$ cat config.mk
export PLATFORM = sky130hd
export DESIGN_NAME = seven_segment_text_writer_and_scanner
export DESIGN_NICKNAME = d
export VERILOG_FILES = /design/src/rtl/sstw_pkg.sv /design/src/rtl/sstw_char_decode.sv /design/src/rtl/sstw_display_state.sv /design/src/rtl/seven_segment_text_writer_and_scanner.sv
export SDC_FILE = /design/constraint.sdc
export NUM_CORES = 1
export LEC_CHECK = 0
export BUFFER_PORTS_ARGS = -buffer_cell sky130_fd_sc_hd__buf_2
export CORE_MARGIN = 5
export CORE_UTILIZATION = 60
export DETAILED_ROUTE_END_ITERATION = 8
export GPL_TIMING_DRIVEN = 0
export PLACE_DENSITY_LB_ADDON = 0.2
export SLEW_MARGIN = 20
export SYNTH_ARGS = -nofsm -noshare
export SYNTH_HDL_FRONTEND = slang
export SYNTH_SLANG_ARGS = --single-unit
$ cat constraint.sdc
create_clock -name i_clk -period 7.4 [get_ports i_clk]
set_input_delay 1.48 -clock i_clk [delete_from_list [all_inputs] [get_ports i_clk]]
set_output_delay 1.48 -clock i_clk [all_outputs]
set_load 0.01 [all_outputs]
$ cat src/rtl/sstw_pkg.sv
`timescale 1ns / 1ps
`default_nettype none
// ----------------------------------------------------------------------------
// sstw_pkg
// Shared types, constants and the segment lookup for the seven-segment
// text writer and scanner.
// ----------------------------------------------------------------------------
package sstw_pkg;

    localparam int DIGIT_COUNT_DEF = 4;

    localparam int CH_W    = 8;
    localparam int START_W = 3;
    localparam int SEG_W   = 8;
    localparam int SEL_W   = 8;
    localparam int WORD_W  = SEG_W + SEL_W;
    localparam int COUNT_W = 3;

    // Item kinds
    typedef enum logic {
        OP_TICK = 1'b0,
        OP_CHAR = 1'b1
    } t_op;

    localparam logic [CH_W-1:0] CH_ZERO = 8'h30;
    localparam logic [CH_W-1:0] CH_NINE = 8'h39;
    localparam logic [CH_W-1:0] CH_DOT  = 8'h2E;

    // Active-low segments, bit 7 is the decimal point
    localparam logic [SEG_W-1:0] SEG_DOT_ONLY = 8'h7F;
    localparam logic [SEG_W-1:0] SEG_DP_MASK  = 8'h7F;
    localparam logic [SEG_W-1:0] SEG_BLANK    = 8'hFF;

    typedef struct packed {
        logic             is_digit;
        logic             is_dot;
        logic [SEG_W-1:0] seg;
    } t_char_info;

    function automatic logic [SEG_W-1:0] seg_of(input logic [3:0] digit);
        logic [SEG_W-1:0] seg;
        unique case (digit)
            4'd0:    seg = 8'hC0;
            4'd1:    seg = 8'hF9;
            4'd2:    seg = 8'hA4;
            4'd3:    seg = 8'hB0;
            4'd4:    seg = 8'h99;
            4'd5:    seg = 8'h92;
            4'd6:    seg = 8'h82;
            4'd7:    seg = 8'hF8;
            4'd8:    seg = 8'h80;
            4'd9:    seg = 8'h90;
            default: seg = SEG_BLANK;
        endcase
        return seg;
    endfunction

endpackage
`default_nettype wire

$ cat src/rtl/sstw_char_decode.sv
`timescale 1ns / 1ps
`default_nettype none
// ----------------------------------------------------------------------------
// sstw_char_decode
// Classifies a character code and looks up its segment pattern.
// ----------------------------------------------------------------------------
module sstw_char_decode
    import sstw_pkg::*;
(
    input  wire logic [CH_W-1:0] i_ch,
    output t_char_info           o_info
);

    always_comb begin
        o_info.is_digit = (i_ch >= CH_ZERO) && (i_ch <= CH_NINE);
        o_info.is_dot   = (i_ch == CH_DOT);
        // '0'..'9' carry their value in the low nibble
        o_info.seg      = seg_of(i_ch[3:0]);
    end

endmodule
`default_nettype wire

$ cat src/rtl/sstw_display_state.sv
`timescale 1ns / 1ps
`default_nettype none
// ----------------------------------------------------------------------------
// sstw_display_state
// Digit store, string write pointer and scan pointer. Computes the result
// of the item in the input register and commits state on a step.
// ----------------------------------------------------------------------------
module sstw_display_state
    import sstw_pkg::*;
#(
    parameter int DIGIT_COUNT = DIGIT_COUNT_DEF
) (
    input  wire logic               i_clk,
    input  wire logic               i_rst_n,
    input  wire logic               i_step,
    input  wire logic               i_op,
    input  wire logic [START_W-1:0] i_anchor,
    input  wire logic               i_first,
    input  wire logic               i_clear,
    input  t_char_info              i_info,
    output logic [WORD_W-1:0]       o_shift_word,
    output logic [COUNT_W-1:0]      o_count,
    output logic                    o_overflow,
    output logic                    o_ignored
);

    localparam int POS_MAX = (DIGIT_COUNT > 7) ? DIGIT_COUNT : 7;
    localparam int POS_W   = $clog2(POS_MAX + 1);
    localparam int IDX_W   = (DIGIT_COUNT > 1) ? $clog2(DIGIT_COUNT) : 1;
    localparam logic [POS_W-1:0] POS_DC   = POS_W'(DIGIT_COUNT);
    localparam logic [IDX_W-1:0] IDX_LAST = IDX_W'(DIGIT_COUNT - 1);

    logic [SEG_W-1:0] r_store [DIGIT_COUNT];
    logic [SEG_W-1:0] n_store [DIGIT_COUNT];
    logic [POS_W-1:0] r_wpos,    n_wpos;
    logic [POS_W-1:0] r_sstart,  n_sstart;
    logic             r_stopped, n_stopped;
    logic [IDX_W-1:0] r_scan,    n_scan;

    logic [POS_W-1:0] wpos0, sstart0, wpos_eff, diff;
    logic             stopped0, have, dot_back, do_write;
    logic [IDX_W-1:0] wr_idx;
    logic [SEG_W-1:0] wr_data, scan_seg;
    logic [SEL_W-1:0] scan_sel;

    always_comb begin
        // start-of-string handling only applies to characters
        if (t_op'(i_op) == OP_CHAR && i_first) begin
            wpos0    = POS_W'(i_anchor);
            sstart0  = POS_W'(i_anchor);
            stopped0 = 1'b0;
        end else begin
            wpos0    = r_wpos;
            sstart0  = r_sstart;
            stopped0 = r_stopped;
        end

        have     = i_info.is_digit || i_info.is_dot;
        dot_back = i_info.is_dot && (wpos0 != sstart0) && (wpos0 != '0);
        wpos_eff = dot_back ? wpos0 - POS_W'(1) : wpos0;
        wr_idx   = wpos_eff[IDX_W-1:0];
        // a point after a digit clears that digit's DP bit in place
        wr_data  = i_info.is_digit ? i_info.seg : SEG_DOT_ONLY;

        n_wpos    = wpos0;
        n_sstart  = sstart0;
        n_stopped = stopped0;
        n_scan    = r_scan;
        do_write  = 1'b0;
        o_ignored = 1'b0;

        if (t_op'(i_op) == OP_TICK) begin
            n_scan = (r_scan == IDX_LAST) ? '0 : r_scan + IDX_W'(1);
        end else if (!stopped0) begin
            if (!have) begin
                o_ignored = 1'b1;
            end else if (wpos_eff >= POS_DC) begin
                n_stopped = 1'b1;
                n_wpos    = wpos_eff;
            end else begin
                do_write = 1'b1;
                n_wpos   = wpos_eff + POS_W'(1);
            end
        end

        for (int i = 0; i < DIGIT_COUNT; i++) begin
            n_store[i] = i_clear ? '0 : r_store[i];
            if (do_write && wr_idx == IDX_W'(i)) begin
                n_store[i] = dot_back ? (n_store[i] & SEG_DP_MASK) : wr_data;
            end
        end

        scan_sel = SEL_W'(1) << r_scan;
        scan_seg = i_clear ? '0 : r_store[r_scan];
        o_shift_word = (t_op'(i_op) == OP_TICK) ? {scan_seg, scan_sel} : '0;

        diff       = n_wpos - n_sstart;
        o_count    = (n_wpos < n_sstart) ? '0 : diff[COUNT_W-1:0];
        o_overflow = n_stopped;
    end

    always_ff @(posedge i_clk) begin
        if (!i_rst_n) begin
            for (int i = 0; i < DIGIT_COUNT; i++) begin
                r_store[i] <= '0;
            end
            r_wpos    <= '0;
            r_sstart  <= '0;
            r_stopped <= 1'b0;
            r_scan    <= '0;
        end else if (i_step) begin
            for (int i = 0; i < DIGIT_COUNT; i++) begin
                r_store[i] <= n_store[i];
            end
            r_wpos    <= n_wpos;
            r_sstart  <= n_sstart;
            r_stopped <= n_stopped;
            r_scan    <= n_scan;
        end
    end

endmodule
`default_nettype wire

$ cat src/rtl/seven_segment_text_writer_and_scanner.sv
`timescale 1ns / 1ps
`default_nettype none
// ----------------------------------------------------------------------------
// seven_segment_text_writer_and_scanner
// Multiplexed common-anode seven-segment driver: character items write a
// digit store, tick items scan it out as a shift-register word.
// ----------------------------------------------------------------------------
//
//  channel | handshake           | payload
//  --------+---------------------+------------------------------------------
//  input   | i_valid / o_stall   | i_op i_ch i_anchor i_first i_clear
//  output  | o_valid / i_stall   | o_shift_word o_count o_overflow o_ignored
//
//  An accepted item sits in the input register; when it advances, decode and
//  state update load the result register, which drives o_valid. One item per
//  cycle is sustained while i_stall is low; the state update loop is combinational.
//  Synchronous active-low reset clears the digit store, pointers and both
//  valid flags. o_stall rises only when the input register is full and the
//  result register is full and stalled; an empty input register always loads.
// ----------------------------------------------------------------------------
module seven_segment_text_writer_and_scanner
    import sstw_pkg::*;
#(
    parameter int DIGIT_COUNT = DIGIT_COUNT_DEF
) (
    input  wire logic               i_clk,
    input  wire logic               i_rst_n,
    // item input
    input  wire logic               i_valid,
    output logic                    o_stall,
    input  wire logic               i_op,
    input  wire logic [CH_W-1:0]    i_ch,
    input  wire logic [START_W-1:0] i_anchor,
    input  wire logic               i_first,
    input  wire logic               i_clear,
    // result output
    output logic                    o_valid,
    input  wire logic               i_stall,
    output logic [WORD_W-1:0]       o_shift_word,
    output logic [COUNT_W-1:0]      o_count,
    output logic                    o_overflow,
    output logic                    o_ignored
);

    // input register
    logic               r_in_valid;
    logic               r_op;
    logic [CH_W-1:0]    r_ch;
    logic [START_W-1:0] r_anchor;
    logic               r_first;
    logic               r_clear;

    // result register
    logic               r_out_valid;
    logic [WORD_W-1:0]  r_shift_word;
    logic [COUNT_W-1:0] r_count;
    logic               r_overflow;
    logic               r_ignored;

    logic               advance;
    logic               in_load;
    t_char_info         info;
    logic [WORD_W-1:0]  n_shift_word;
    logic [COUNT_W-1:0] n_count;
    logic               n_overflow;
    logic               n_ignored;

    // The held item moves on when the result slot is free or being taken.
    assign advance = r_in_valid && (!r_out_valid || !i_stall);
    assign o_stall = r_in_valid && !advance;
    assign in_load = i_valid && !o_stall;

    always_ff @(posedge i_clk) begin
        if (!i_rst_n) begin
            r_in_valid <= 1'b0;
        end else if (in_load) begin
            r_in_valid <= 1'b1;
        end else if (advance) begin
            r_in_valid <= 1'b0;
        end
    end

    always_ff @(posedge i_clk) begin
        if (in_load) begin
            r_op     <= i_op;
            r_ch     <= i_ch;
            r_anchor <= i_anchor;
            r_first  <= i_first;
            r_clear  <= i_clear;
        end
    end

    sstw_char_decode u_decode (
        .i_ch   (r_ch),
        .o_info (info)
    );

    // Digit store, pointers and result computation; state commits on advance.
    sstw_display_state #(
        .DIGIT_COUNT (DIGIT_COUNT)
    ) u_state (
        .i_clk        (i_clk),
        .i_rst_n      (i_rst_n),
        .i_step       (advance),
        .i_op         (r_op),
        .i_anchor     (r_anchor),
        .i_first      (r_first),
        .i_clear      (r_clear),
        .i_info       (info),
        .o_shift_word (n_shift_word),
        .o_count      (n_count),
        .o_overflow   (n_overflow),
        .o_ignored    (n_ignored)
    );

    always_ff @(posedge i_clk) begin
        if (!i_rst_n) begin
            r_out_valid <= 1'b0;
        end else if (advance) begin
            r_out_valid <= 1'b1;
        end else if (!i_stall) begin
            r_out_valid <= 1'b0;
        end
    end

    always_ff @(posedge i_clk) begin
        if (advance) begin
            r_shift_word <= n_shift_word;
            r_count      <= n_count;
            r_overflow   <= n_overflow;
            r_ignored    <= n_ignored;
        end
    end

    assign o_valid      = r_out_valid;
    assign o_shift_word = r_shift_word;
    assign o_count      = r_count;
    assign o_overflow   = r_overflow;
    assign o_ignored    = r_ignored;

    // ------------------------------------------------------------------------
    // Assertions
    // ------------------------------------------------------------------------

    // Scan words carry exactly one digit select; character results carry none.
    a_select_onehot: assert property (@(posedge i_clk) disable iff (!i_rst_n)
        o_valid |-> (o_shift_word[SEL_W-1:0] == '0) ||
                    $onehot(o_shift_word[SEL_W-1:0]))
        else $error("digit select is not one-hot");

    // An unknown character leaves the string running and emits no scan word.
    a_ignored_clean: assert property (@(posedge i_clk) disable iff (!i_rst_n)
        o_valid && o_ignored |-> !o_overflow && (o_shift_word == '0))
        else $error("ignored character with overflow or scan word");

    // An item leaving the input register always lands in the result register.
    a_advance_lands: assert property (@(posedge i_clk) disable iff (!i_rst_n)
        r_in_valid && !o_stall |=> o_valid)
        else $error("advanced item did not reach the output");

    // The string length never exceeds the number of digits.
    a_count_range: assert property (@(posedge i_clk) disable iff (!i_rst_n)
        o_valid |-> (32'(o_count) <= DIGIT_COUNT))
        else $error("count beyond digit count");

endmodule
`default_nettype wire

-- Word-level counts from Yosys, hierarchy flattened
Memory sizes are Yosys's and may differ from the RTL's. A register that Yosys moved wholly into a read port is not among the register bits.
Index checks and enable logic that the tools add are counted.
- register bits after elaboration: 38
- latch bits: 0
- bits in writable memories: 32
- ROM bits: 112
- input port bits: 18
- output and inout port bits: 23
- logic and storage cells: 105
- memories: 2
- add/sub/neg operators: 4
- multiply operators: 0
- div/mod/pow operators: 0
- magnitude comparators: 4
- equality and inequality tests: 7
- shifts and indexed selects: 1
- muxes and demuxes: 44
- bitwise logic cells: 5
- reductions and logical operators: 23
- memories (name ; depth ; bits a word ; read ports ; clocked after memory_dff ; write ports ; RTL line ; RTL):
    (name not given) ; 16 ; 7 ; 1 ; 1 ; 0 ; sstw_pkg.sv:42 ; unique case (digit)
    u_state.r_store ; 4 ; 8 ; 5 ; 1 ; 4 ; sstw_display_state.sv:33 ; logic [SEG_W-1:0] r_store [DIGIT_COUNT];
- operator list (operator ; number):
    2-to-1 mux 8 bit ; 17
    2-to-1 mux 3 bit ; 7
    2-to-1 mux 1 bit ; 18
    logical AND 1 bit ; 11
    == test 8 x 6 -> 1 bit, second input constant ; 1
    greater-or-equal comparator 8 x 6 -> 1 bit, second input constant ; 1
    <= comparator 8 x 6 -> 1 bit, second input constant ; 1
    left shift 1 x 2 -> 8 bit, first input constant ; 1
    == test 2 bit, second input constant ; 3
    zero test 1 bit ; 4
    2-to-1 mux 4 bit ; 1
    OR 1 bit ; 4
    OR reduction 2 bit ; 2
    adder 3 x 1 -> 3 bit, second input constant ; 1
    greater-or-equal comparator 3 bit, second input constant ; 1
    less-than comparator 3 bit ; 1
    != test 3 bit ; 1
    nonzero test 3 bit ; 1
    subtractor 3 x 1 -> 3 bit, second input constant ; 1
    subtractor 3 bit ; 1
    adder 2 x 1 -> 2 bit, second input constant ; 1
    == test 2 x 1 -> 1 bit, second input constant ; 1
    zero test 2 bit ; 1
    logical OR 1 bit ; 2
    other kinds (5) ; 5

-- Depth between registers and ports, before layout
Gate-level depths: netlist (run 1).
- depth after elaboration: 14
- mapped depth: 17
- depth with buffers taken out: 16

-- Cells and area by module
A second synthesis (run 1) with hierarchy kept.
- cell total of the unflattened synthesis: 362
- area, all modules: 4372.9 µm²
- by module, submodules not included (module ; instances ; cells each ; area an instance (µm²) ; sequential area each (µm²)):
    sstw_display_state ; 1 ; 278 ; 2976.6 ; 1181.1
    seven_segment_text_writer_and_scanner ; 1 ; 43 ; 1134.8 ; 1091.0
    sstw_char_decode ; 1 ; 41 ; 261.5 ; 0.0

-- Worst setup path after synthesis (run 1)
Ideal clock, no wire load.
- kind: reg2reg
- start: reg r_op
- end: reg r_count[2], in the netlist o_count[2] (data pin)
- library setup time: 261 ps
- arrival: 3281 ps
- data required time: 7139 ps
- path slack: 3859 ps
- stages on the path, launching flop included: 18
- path buffers: 1
- period minus slack after synthesis: 3541 ps
- path through: edfxtp_1 > buf_6 > nand2_1 > a21oi_1 > ha_1 > a221oi_4 > nand3_4 > mux2i_1 > ha_1 > o2111ai_1 > a21oi_1 > a211o_2 > ha_1 > a21o_1 > nor2_1 > nor2_1 > nand2_1 > o21ai_0
- cells in the longest elaborated chain, start to end: 12
- elaborated cells on any way between the ends: 18
- those cells by class: add/sub (3); order compare (2); eq/ne (1); mux (8); reduce/logical (4)
- ends and longest elaborated chain (element ; RTL line ; RTL):
    start, declared ; seven_segment_text_writer_and_scanner.sv:47 ; logic r_op;
    start signal, assigned ; seven_segment_text_writer_and_scanner.sv:85 ; r_op <= i_op;
    parallel branches: the longest is 10 deep, another holds subtractor 3 x 1 -> 3 bit ; - ;
    2-to-1 mux 3 bit (*) ; sstw_display_state.sv:72 ; if (t_op'(i_op) == OP_TICK) begin
    via u_state.n_wpos[1] ; sstw_display_state.sv:35 ; logic [POS_W-1:0] r_wpos, n_wpos;
    subtractor 3 bit or less-than comparator 3 bit (tied branches) ; sstw_display_state.sv:97, sstw_display_state.sv:98 ;
    end signal, assigned ; seven_segment_text_writer_and_scanner.sv:129 ; r_count <= n_count;
    end, declared ; seven_segment_text_writer_and_scanner.sv:56 ; logic [COUNT_W-1:0] r_count;
Mark *: on every way through the listed nets, which the timed path passes.
A chain may end at the register's enable or synchronous reset.

-- Final worst setup path (run 1)
- start: reg r_first
- end: reg r_count[2], in the netlist o_count[2] (data pin)
- cells in the longest elaborated chain, start to end: 12
- elaborated cells on any way between the ends: 18
- those cells by class: add/sub (3); order compare (2); eq/ne (1); mux (8); reduce/logical (4)
- ends and longest elaborated chain (element ; RTL line ; RTL):
    start, declared ; seven_segment_text_writer_and_scanner.sv:50 ; logic r_first;
    start signal, assigned ; seven_segment_text_writer_and_scanner.sv:88 ; r_first <= i_first;
    logical AND 1 bit (*) ; sstw_display_state.sv:48 ; if (t_op'(i_op) == OP_CHAR && i_first) begin
    parallel branches: the longest is 9 deep, another holds subtractor 3 x 1 -> 3 bit ; - ;
    2-to-1 mux 3 bit (*) ; sstw_display_state.sv:72 ;
    via u_state.n_wpos[1] ; sstw_display_state.sv:35 ;
    subtractor 3 bit or less-than comparator 3 bit (tied branches) ; sstw_display_state.sv:97, sstw_display_state.sv:98 ;
Marked as above.

==> metrics, run 1 <==
outcome=complete, no violations; row count=30; Crit Path Max Fanout=8; Comb power frac=0.113; Storage cell area=2252 sq um; most frequent cells in the layout=edfxtp_1, o21ai_0, buf_2; initial antenna violation count=0; FILL cells=526; final setup violation count=0; CTS tree=done; Syn Area/Cell=11.81 sq um; Critical Path Most Common Cell=ha_1; sequential area share after synthesis=0.5296; antenna-violating nets left=0; port bufs=36; slew margin rel.=0.5296; Power Internal=755.0 uW; cells after synthesis=360; H-tree depth=3; async set-reset flop share out of synthesis=0; post-synthesis cell type count=51; first-pass GRT wire length=14.55 mm; grt ovf=0; share of power burned in registers=0.534; flops & latches, synth=81; total power=998.6 uW; top_reg_cell synth=edfxtp_1; number of buffers created by CTS=9; largest net degree at the start of global routing=30; reg2reg path depth=16; Buf+Inv Stages, Crit Path=0; critical path class=reg2reg; Hold Path Depth=2; drt via density=6.020; Yosys top cell by area=edfxtp_1; drt drc=0; slowest stage delay, CP=520 ps; Highest Clock Rate=0.2495 GHz; Final Slew Violations=0; chip width=94.19 microns; Mapped Area=4253 sq um; Worst-Skew Late Latency=360 ps; reg2reg start=r_first$_DFFE_PP_; area of the multi-input gates=1846 sq um; final wirelength=8.731 mm; worst hold path type=reg2reg; Sw Pwr=243.5 uW; Fin Setup TNS=0 ps; Max VDD drop=0.1557 mV; Tcrit/Tclk final=0.5415; worst slew pin tran=686.0 ps; GPL Wtd Cong=0.8657; clock sink count=81; number of synthesized flops with an enable pin=63; Worst EP arrival=4110 ps; vias post-DR=3076; Die H=94.19 microns; Fin. Hold Viols=0; CORE AREA=6832 sq um; HPWL after detailed placement=6.063 mm; RR Endpoint=o_count[2]$_SDFFCE_PN0P_; Setup crit start kind=flop; most common cell after layout, fill and taps aside=edfxtp_1; Worst Min Path Start=u_state.r_wpos[0]$_SDFFE_PN0P_; share of the synthesized area in the top cell type=0.4448; delay-heaviest family, CP=compound AO/OA/AOI/OAI gates; Pleak=0.001805 uW; P&R area growth vs syn=12.39%; crit path cell chain=nand2_1 > a21oi_1 > ha_1 > a221oi_4 > nand3_4 > mux2i_1 > ha_1 > o2111ai_1 > a21oi_1 > a211o_2 > ha_1 > a21o_1 > nor2_1 > nor2_1 > nand2_1 > o21ai_0; endpoint class of the critical path=flop; die area=8872 sq um; # diodes=0; Top Ports=41; clock-pin slew on the worst setup and hold paths=80 ps; DR WL/cell=17.09 microns; Worst EP required=7510 ps; CTS resizes=0; hold_buf cts=0; buffer count from post-CTS setup fixing=0; number of global-route vias before repair=2904; initial DRC count=299; gr usage total=0.2138; Fin Clk Skew=8.472 ps; Crit-path slowest cell=edfxtp_1; unrepaired setup endpoints after global routing=no; max-cap viol count=0; Initial Utilization=0.6225; minimum clock period=4007 ps; Total Nets Final=444; share of layout cells above drive strength 1=0.2024; Switching Fraction=0.2439; CTS max path bufs=2; Hold Crit Endpoint=u_state.r_wpos[0]$_SDFFE_PN0P_; top post-synthesis cells by area=edfxtp_1, dfxtp_1, nand4b_1; Power per Cell Area=208.9 nW/um^2; DR pass1 iterations=5; power share of the clock group=0.353; Synth warnings=0; CTS Root Cell=clkbuf_8; R2R setup slack=3390 ps
[power groups by stage]
stage          Combinational (uW)  Sequential (uW)  Clock (uW)
5_1_grt                       126              536         374
2_1_floorplan                80.1              541           0
3_3_place_gp                  109              542           0
4_1_cts                       112              533         350
3_5_place_dp                  111              543           0
6_report                      113              533         352
[sequential cells by signal, summed over array words and instances, names as in the netlist]
name / count
u_decode.o_info: 7
u_state.r_sstart: 3
r_first: 1
r_anchor: 3
o_count: 3
r_op: 1
r_clear: 1
u_state.r_store: 32
o_valid: 1
r_ch: 8
r_in_valid: 1
u_state.r_wpos: 3
u_state.r_stopped: 1
o_ignored: 1
o_overflow: 1
o_shift_word: 12
u_state.r_scan: 2
[tightest hold or removal path, delay by kind of cell (launching register included)]
kind	cells	cell delay [ps]
flops	1	340
simple gates	2	120
[area by class of cell]
type | instances | share of cell area
plain buffers | 25 | 0.02932
clock buffers | 10 | 0.02670
inverters | 8 | 0.006283
well taps | 96 | 0.02513
multi-input cells | 249 | 0.3861
repair buffers | 36 | 0.03770
flip-flops and latches | 81 | 0.4712
clock inverters | 6 | 0.01754
[cells in the mapped netlist (9+ instances only)]
cell and number:
dfxtp_1 18, edfxtp_1 63, nand4b_1 29, nor2b_1 12, clkbuf_1 16, ha_1 15, a21oi_1 15, o21ai_0 41
nand2_1 25, nand3_1 9, nor2_1 21
[logic make-up (layout without fill, tap and decap cells)]
family,Yosys count,in the layout,synth area share
AND/OR/NAND/NOR,121,121,0.1753
AO/OA/AOI/OAI,81,81,0.1200
flip-flops,81,81,0.5296
buffers and inverters,33,85,0.03972
multiplexers,19,19,0.06914
adder cells (fa/ha/maj),16,16,0.04884
XOR/XNOR,8,8,0.01648
other,1,4,0.0008818
[worst max path at each step]
stage	from	to	cells after the start
2_1_floorplan	r_op$_DFFE_PP_	o_count[2]$_SDFFCE_PN0P_	17
3_3_place_gp	r_first$_DFFE_PP_	o_count[1]$_SDFFCE_PN0P_	14
3_5_place_dp	r_op$_DFFE_PP_	o_count[2]$_SDFFCE_PN0P_	17
4_1_cts	r_first$_DFFE_PP_	o_count[2]$_SDFFCE_PN0P_	16
5_1_grt	r_first$_DFFE_PP_	o_count[1]$_SDFFCE_PN0P_	14
6_report	r_first$_DFFE_PP_	o_count[2]$_SDFFCE_PN0P_	16
[metal layers]
layer | up-vias | GRT usage | part of all wire
met3 | 23 | 0.05529 | 0.091
met4 | 0 | 0.07100 | 0.022
li1 | 1450 | - | -
met1 | 1446 | 0.2998 | 0.44
met5 | - | 0 | 0
met2 | 157 | 0.3239 | 0.45
[per-stage QoR]
step,utilization,setup slack (ps),instances,hold WS [ps],cell area [sq um]
floorplan,-,3859,363,459.7,4264
global placement,0.6681,3553,495,475.7,4564
detailed placement,0.6683,3446,495,481.1,4566
CTS,0.6993,3429,511,493.6,4777
global route,0.6996,3090,511,515.2,4780
finish,0.6996,3393,511,496.8,4780
(Power assumes the default switching activity.)
==> inputs of run 2 (changes only) <==
Settings changed: CORE_UTILIZATION 60 to 59.
Clock period 7.4 ns to 4.1 ns, I/O delays scaled along.
==> metrics, run 2 (synthesis results as in run 1) <==
buffer count from post-CTS setup fixing=0 (unchanged); Total Nets Final=444 (unchanged); initial antenna violation count=0 (unchanged); final core utilization=0.6720 (-0.02765); Crit Path Max Fanout=10 (+2); CTS max path bufs=2 (unchanged); number of global-route vias before repair=2927 (+0.79%); Fin. Hold Viols=0 (unchanged); endpoint class of the critical path=flop; Comb power frac=0.120 (+0.007); most common cell after layout, fill and taps aside=edfxtp_1; largest net degree at the start of global routing=30 (unchanged); minimum clock period=3829 ps (-178.7 ps); Pleak=0.001807 uW (about the same); Worst EP arrival=3930 ps (-180 ps); Tcrit/Tclk final=0.9338 (+0.3923); H-tree depth=3 (unchanged); unrepaired setup endpoints after global routing=no; grt ovf=0 (unchanged); row count=31 (+3.3%); worst slew pin tran=698.4 ps (+12.35 ps); Fin Clk Skew=13.80 ps (+5.324 ps); max-cap viol count=0 (unchanged); Die H=94.90 microns (+0.75%); Setup crit start kind=flop; Top Ports=41 (unchanged); gr usage total=0.2104 (-0.003412); Initial Utilization=0.5959 (-0.02663); design area=4796 sq um (+0.34%); slew margin rel.=0.5211 (-0.008468); Final WS setup=271.4 ps (-3121 ps); Largest register FFs=32 (unchanged); Switching Fraction=0.2526 (+0.008743); DR WL/cell=17.37 microns (+1.7%); Setup Slack @ Placement=137.3 ps (-3309 ps); CTS Root Cell=clkbuf_8; GPL Wtd Cong=0.8225 (-5.0%); CTS tree=done; share of layout cells above drive strength 1=0.2169 (+0.01446); final setup violation count=0 (unchanged); first-pass GRT wire length=14.50 mm (-0.34%); hold_ws=511.6 ps (+14.79 ps); clock sink count=81 (unchanged); Fin Setup TNS=0 ps (unchanged); Worst EP required=4200 ps (-3310 ps); die area=9006 sq um (+1.5%); final wirelength=8.929 mm (+2.3%); Final Slew Violations=0 (unchanged); number of buffers created by CTS=9 (unchanged); vias post-DR=3093 (+0.55%); # diodes=0 (unchanged); power share of the clock group=0.331 (-0.022); HPWL after detailed placement=6.247 mm (+3.0%); Power per Cell Area=365.2 nW/um^2 (+75%); antenna-violating nets left=0 (unchanged); hold_buf cts=0 (unchanged); critical path class=reg2reg; initial DRC count=283 (-5.4%); drt via density=6.018 (about the same); clock-pin slew on the worst setup and hold paths=80 ps (about the same); most frequent cells in the layout=edfxtp_1, o21ai_0, buf_2; CORE AREA=7137 sq um (+4.5%); DR pass1 iterations=5 (unchanged); outcome=complete, no violations; chip width=94.90 microns (+0.75%); Highest Clock Rate=0.2612 GHz (+4.7%); drt drc=0 (unchanged); placed cell area=4572 sq um (+0.14%); worst hold path type=reg2reg; port bufs=36 (unchanged); share of power burned in registers=0.549 (+0.015); Biggest register=u_state.r_store; P&R area growth vs syn=12.77%; Max VDD drop=0.2073 mV (+33%); Power Internal=1309 uW (+73%); Worst-Skew Late Latency=350 ps (about the same); Sw Pwr=442.4 uW (+82%)
## run 2: cell types whose count changed in the layout (fill, tap and decap cells not counted), sizes merged
cell / delta
inv: +1
clkinv: +2
bufinv: -1
clkinvlp: -2
## run 2: final cells by class
type / instances / area [sq um]
Clock inverter: 6 / 66.31
Inverter: 8 / 30.03
Fill cell: 566 / 2341
Sequential cell: 81 / 2252
Buffer: 25 / 140.1
Clock buffer: 10 / 127.6
Multi-Input combinational cell: 249 / 1876
Timing Repair Buffer: 36 / 180.2
Tap cell: 99 / 123.9
## run 2: path summary, 6_finish.rpt
kind,end,startpoint,slack [ps],depth (start not counted)
min reg2reg,u_state.r_wpos[0]$_SDFFE_PN0P_,u_state.r_wpos[0]$_SDFFE_PN0P_,510,2
max,o_count[2]$_SDFFCE_PN0P_,r_op$_DFFE_PP_,270,17
min,u_state.r_wpos[0]$_SDFFE_PN0P_,u_state.r_wpos[0]$_SDFFE_PN0P_,510,2
max reg2reg,o_count[2]$_SDFFCE_PN0P_,r_op$_DFFE_PP_,270,17
## run 2: what timing repair did
| item | 4_1_cts | 5_1_grt |
|---|---|---|
| gates resized for setup | 0 | 6 |
| endpoints found under the hold margin | 0 | 0 |
| setup endpoints to repair | 0 | 3 |
## run 2: worst max-delay path, stage by stage, from the launching register on
cell       delay (ps)
edfxtp_1          430
buf_6             180
nand2_2           180
a21oi_2           160
ha_1              240
a221oi_4          360
nand3_4           200
mux2i_4           250
ha_1              340
o2111ai_1         100
a21oi_1           120
a211o_2           300
ha_1              280
a21o_1            190
nor2_1             90
nor2_1             50
nand2_1            50
o21ai_0            70
## run 2: power by group through the flow
stage / sequential, uW / clock, uW / combinational (uW)
after CTS: 960 / 588 / 206
after global placement: 977 / 0 / 199
after global routing: 966 / 630 / 233
after floorplan: 977 / 0 / 145
final: 961 / 580 / 210
after detailed placement: 979 / 0 / 205
## run 2: metrics by stage
| step | cells | power, uW |
|---|---|---|
| 6_report | 514 | 1751 |
| 5_1_grt | 514 | 1829 |
| 3_3_place_gp | 498 | 1176 |
| 2_1_floorplan | 363 | 1121 |
| 4_1_cts | 514 | 1754 |
| 3_5_place_dp | 498 | 1184 |
## run 2: per-layer routing
metal,wire (microns),up-vias,track usage
met5,0,-,0
met4,139,0,0.07452
met1,3923,1499,0.3026
met2,4251,140,0.3230
met3,615,12,0.03506
li1,-,1442,-
